File: config.mk
export PLATFORM = sky130hd
export DESIGN_NAME = pmd_cell
export DESIGN_NICKNAME = d
export VERILOG_FILES = /design/src/sv/pmd_pkg.sv /design/src/sv/pmd_cell.sv
export SDC_FILE = /design/constraint.sdc
export NUM_CORES = 1
export LEC_CHECK = 0
export BUFFER_PORTS_ARGS = -buffer_cell sky130_fd_sc_hd__buf_2
export CAP_MARGIN = 20
export CORE_ASPECT_RATIO = 0.7
export CORE_MARGIN = 4
export CORE_UTILIZATION = 49
export CTS_CLUSTER_SIZE = 28
export DETAILED_ROUTE_END_ITERATION = 16
export GPL_TIMING_DRIVEN = 0
export HOLD_SLACK_MARGIN = 0.03
export PLACE_DENSITY = 0.8
export SLEW_MARGIN = 20
export SYNTH_ARGS = -nofsm -noshare
export SYNTH_HDL_FRONTEND = slang
export SYNTH_SLANG_ARGS = --single-unit
File: constraint.sdc
create_clock -name clk -period 4.2 [get_ports clk]
set_input_delay 0.84 -clock clk [delete_from_list [all_inputs] [get_ports clk]]
set_output_delay 0.84 -clock clk [all_outputs]
set_load 0.005 [all_outputs]
File: src/sv/pmd_pkg.sv
// Package with types and constants of the spanning tree block.
package pmd_pkg;

  localparam int MAX_VERTICES_DEF = 64;
  localparam int WEIGHT_BITS_DEF  = 16;

  localparam int IDX_FW    = 6;
  localparam int WEIGHT_FW = 16;
  localparam int VCOUNT_W  = 7;
  localparam int PADDR_W   = 3;
  localparam int PDATA_W   = 32;

  localparam logic [VCOUNT_W-1:0] VCOUNT_RESET = 7'd64;
  localparam logic                REG_VERTEX_COUNT = 1'b0;

  typedef struct packed {
    logic [IDX_FW-1:0]    row;
    logic [IDX_FW-1:0]    col;
    logic [WEIGHT_FW-1:0] weight;
    logic                 last;
  } in_item_t;

  typedef struct packed {
    logic [IDX_FW-1:0]    vertex;
    logic [IDX_FW-1:0]    parent;
    logic [WEIGHT_FW-1:0] edge_weight;
    logic                 reached;
    logic                 last_edge;
  } result_t;

  typedef enum logic [2:0] {
    ST_IDLE,
    ST_INIT,
    ST_FIND,
    ST_WAIT,
    ST_RELAX,
    ST_DRAIN,
    ST_REPORT
  } state_t;

endpackage

File: src/sv/pmd_cell.sv
// One vertex cell: key, parent and tree flag, plus one stage of the minimum search chain.
module pmd_cell #(
  parameter int MAX_VERTICES = pmd_pkg::MAX_VERTICES_DEF,
  parameter int WEIGHT_BITS  = pmd_pkg::WEIGHT_BITS_DEF,
  localparam int VW = (MAX_VERTICES > 1) ? $clog2(MAX_VERTICES) : 1,
  localparam int NW = $clog2(MAX_VERTICES + 1),
  localparam int KW = WEIGHT_BITS + 1
) (
  input  logic                   clk,
  input  logic                   rst,
  input  logic [VW-1:0]          my_idx,
  input  logic [NW-1:0]          n_act,
  input  logic                   init,
  input  logic                   mark_en,
  input  logic [VW-1:0]          mark_idx,
  input  logic                   upd_en,
  input  logic [VW-1:0]          upd_idx,
  input  logic [VW-1:0]          upd_par,
  input  logic [WEIGHT_BITS-1:0] upd_w,
  input  logic                   tok_in_vld,
  input  logic [KW-1:0]          tok_in_key,
  input  logic [VW-1:0]          tok_in_idx,
  input  logic                   tok_in_found,
  output logic                   tok_out_vld,
  output logic [KW-1:0]          tok_out_key,
  output logic [VW-1:0]          tok_out_idx,
  output logic                   tok_out_found,
  output logic [VW-1:0]          parent,
  output logic                   has_parent
);

  localparam logic [KW-1:0] KEY_INF = KW'(1) << WEIGHT_BITS;

  logic [KW-1:0] key;
  logic          in_tree;
  logic          active;
  logic          wins;
  logic          relax;

  assign active = ({1'b0, my_idx} < (VW + 1)'(n_act));
  assign wins   = active && !in_tree && (key < tok_in_key);
  assign relax  = upd_en && (upd_idx == my_idx) && (upd_w != '0) && !in_tree &&
                  ({1'b0, upd_w} < key);

  // Vertex state: cleared at run start, marked when chosen, lowered on relaxation.
  always_ff @(posedge clk) begin
    if (rst || init) begin
      key        <= (my_idx == '0) ? '0 : KEY_INF;
      in_tree    <= 1'b0;
      has_parent <= 1'b0;
      parent     <= '0;
    end else begin
      if (mark_en && (mark_idx == my_idx)) begin
        in_tree <= 1'b1;
      end
      if (relax) begin
        key        <= {1'b0, upd_w};
        parent     <= upd_par;
        has_parent <= 1'b1;
      end
    end
  end

  // Search token stage: takes this vertex when its key is strictly lower.
  always_ff @(posedge clk) begin
    if (rst) begin
      tok_out_vld <= 1'b0;
    end else begin
      tok_out_vld <= tok_in_vld;
    end
    if (wins) begin
      tok_out_key   <= key;
      tok_out_idx   <= my_idx;
      tok_out_found <= 1'b1;
    end else begin
      tok_out_key   <= tok_in_key;
      tok_out_idx   <= tok_in_idx;
      tok_out_found <= tok_in_found;
    end
  end

endmodule

==> results.txt <==
total power - 1150 uW
P_leak - 0.00179 uW
internal power - 832 uW
R2R cell count - 7
post-layout util - 0.658
DRT antenna net count - 0
number of synthesized flops with an enable pin - 17
clock latency at the later pin of the worst-skew pair - 0.31 ns
Setup Crit Path Kind - in -> reg
clk root buf - clkbuf_8
Final HPWL DP - 5.57 mm
die area - 7070 um^2
unrepaired setup endpoints after global routing - no
multi-input logic area - 1480 um^2
sequential cell area - 1170 um^2
Routed WL - 6.67 mm
Finish-stage setup viols - 0
Switching Share - 0.277
commonest non-fill, non-tap cell in the layout - buf_2
Worst setup SP type - input pin
most frequent cells in the layout - 108 x buf_2, 37 x inv_1, 36 x ha_1, 33 x dfxtp_1, 21 x mux2i_1
Mean Syn Cell Area - 10.4 um^2
fin crit share - 0.655
dpl ws - 1.10 ns
ant diodes - 0
ys async rst share - 0
status - completed
HP Start - parent[0]$_SDFFE_PP0P_
total core area - 5420 um^2
DRC Markers - 0
clock power share - 0.253
layout cell share with drive strength beyond 1 - 0.337
clock skew - 0.00721 ns
post-synth cell types - 39
# fillers - 439
area post-placement - 3480 um^2
1st-iter DRT viols - 79
worst vdd ir - 0.139 mV
combinational fraction of design power - 0.255
all-layer global routing usage - 0.191
power density of the placed cells - 323 nW/um^2
drt pass-1 iters - 4
CTS Buf Count - 5
die span in x - 98.8 um
max_slew headroom - 0.693
worst hold path stage count - 2
fmax - 363 MHz
Synth Cell Area - 2830 um^2
port bufs - 108
number of global-route vias before repair - 2,302
RR Startpoint - key[12]$_SDFFCE_PP0P_
Post-Layout Inst Area - 3570 um^2
largest net degree at the start of global routing - 15
vias - 2,292
MaxCap Viol Count - 0
Max Root-Sink Buffers - 2
Die Y - 71.5 um
std cell rows - 22
CTS resizes - 0
post-synthesis sequential area ratio - 0.414
top_reg_cell synth - dfxtp_1
Initial Utilization - 0.521
Switching Power - 319 uW
Area growth syn-to-layout - 26.2%
cells after synthesis - 272
Worst Tran Pin Value - 0.460 ns
CTS clk-pin slew, worst paths - 0.09 ns
I/O pins - 109
FF-to-FF End - tok_out_idx[4]$_DFF_P_
H-tree depth - 2
Reg2Reg Setup Slack - 1.71 ns
Via density - 4.97
flops & latches, synth - 50
yosys warns - 0
HP Class - reg -> reg
Crit. End Element - flip-flop
Critical Path RT - 4.40 ns
gr ovfl total - 0
critical path arrival - 2.95 ns
setup ws final - 1.45 ns
Clock Sinks - 50
Fin. Hold Viols - 0
RD Place Congestion - 0.822
Worst Hold End - parent[0]$_SDFFE_PP0P_
DP Cell Count - 453
CTS tree - built
initial antenna violation count - 0
drt wl/cell - 14.5 um
CP Max Fanout - 10
final worst path period need - 2.75 ns
first-pass GRT wire length - 10.7 mm
Cell Count, Final, Fillers Out - 461
synthesized net count - 385
Post-CTS Hold Fix Bufs - 0
setup bufs post-CTS - 0
Seq pwr share - 0.491
Final #Nets - 501
final max-slew violation count - 0
[per-stage QoR]
step | hold WS [ns] | setup TNS (ns)
after floorplan | 0.451 | 0
after global placement | 0.438 | -1.18
after detailed placement | 0.445 | 0
after CTS | 0.465 | 0
after global routing | 0.483 | 0
final | 0.462 | 0
[cells in the mapped netlist (2+ instances only)]
| library cell | n | area [um^2] |
|---|---|---|
| dfxtp_1 | 33 | 661 |
| nor4_1 | 6 | 37.5 |
| nor2b_1 | 4 | 25.0 |
| clkbuf_1 | 3 | 11.3 |
| mux2i_1 | 21 | 210 |
| nor4b_1 | 2 | 17.5 |
| nand4_1 | 6 | 37.5 |
| nor2_1 | 7 | 26.3 |
| a21oi_1 | 13 | 65.1 |
| ha_1 | 36 | 450 |
| o21ai_0 | 6 | 30.0 |
| inv_1 | 37 | 139 |
| mux2_2 | 4 | 45.0 |
| a21o_1 | 2 | 15.0 |
| a211oi_1 | 3 | 22.5 |
| nor3_1 | 2 | 10.0 |
| and2_1 | 16 | 100 |
| edfxtp_1 | 17 | 510 |
| and4_1 | 2 | 17.5 |
| nand2_1 | 17 | 63.8 |
| o21a_1 | 2 | 15.0 |
| xor2_1 | 7 | 61.3 |
| xnor2_1 | 5 | 43.8 |
| nand3_1 | 2 | 10.0 |
| mux2_4 | 4 | 60.1 |
| nand2b_1 | 2 | 12.5 |
[how the worst max path moves through the flow]
stage,depth (start not counted),startpoint,endpoint,slack (ns)
after global placement,7,upd_w[7],key[2]$_SDFFCE_PP0P_,-0.07
after CTS,9,tok_in_key[12],tok_out_idx[4]$_DFF_P_,1.43
final,9,tok_in_key[12],tok_out_idx[4]$_DFF_P_,1.45
after floorplan,6,upd_w[7],key[0]$_SDFFCE_PP0P_,0.70
after global routing,9,tok_in_key[12],tok_out_idx[4]$_DFF_P_,1.35
after detailed placement,9,tok_in_key[12],tok_out_idx[4]$_DFF_P_,1.10
[flip-flops by register name, summed over array words and instances, names as in the netlist]
| signal | cells |
|---|---|
| key | 17 |
| tok_out_key | 17 |
| parent | 6 |
| tok_out_idx | 6 |
| has_parent | 1 |
| in_tree | 1 |
| tok_out_found | 1 |
| tok_out_vld | 1 |
[area by class of cell]
cell class,count,area share
Buffer,5,0.0105
Clock buffer,7,0.0242
Clock inverter,1,0.00140
Inverter,37,0.0389
Multi-Input combinational cell,180,0.416
Sequential cell,50,0.328
Tap cell,72,0.0253
Timing Repair Buffer,109,0.156
[layer usage]
| metal | vias to the layer above | global-route usage | wire, um |
|---|---|---|---|
| li1 | 1181 | - | - |
| met1 | 1032 | 0.255 | 3030 |
| met2 | 72 | 0.309 | 3040 |
| met3 | 7 | 0.0477 | 531 |
| met4 | 0 | 0.0561 | 72 |
| met5 | - | 0 | 0 |
[power by group through the flow]
stage	Sequential (uW)	Combinational (uW)	Clock [uW]
final	565	294	292
after detailed placement	577	295	0
after floorplan	582	165	0
after global placement	575	282	0
after global routing	571	330	316
after CTS	566	297	298
[logic make-up after synthesis]
logic type      share of synthesized area
simple gates                        0.138
flops                               0.414
buf+inv                            0.0624
fa+ha+maj                           0.159
compound gates                     0.0770
mux                                 0.112
xor+xnor                           0.0372
[critical path, cell delays in order]
cell	delay (ns)
buf_2	0.07
inv_1	0.05
ha_1	0.32
a21oi_1	0.14
o21ai_1	0.10
or4_4	0.56
a31oi_4	0.33
buf_8	0.21
mux2_4	0.31
Power figures use the tool's default switching activity.
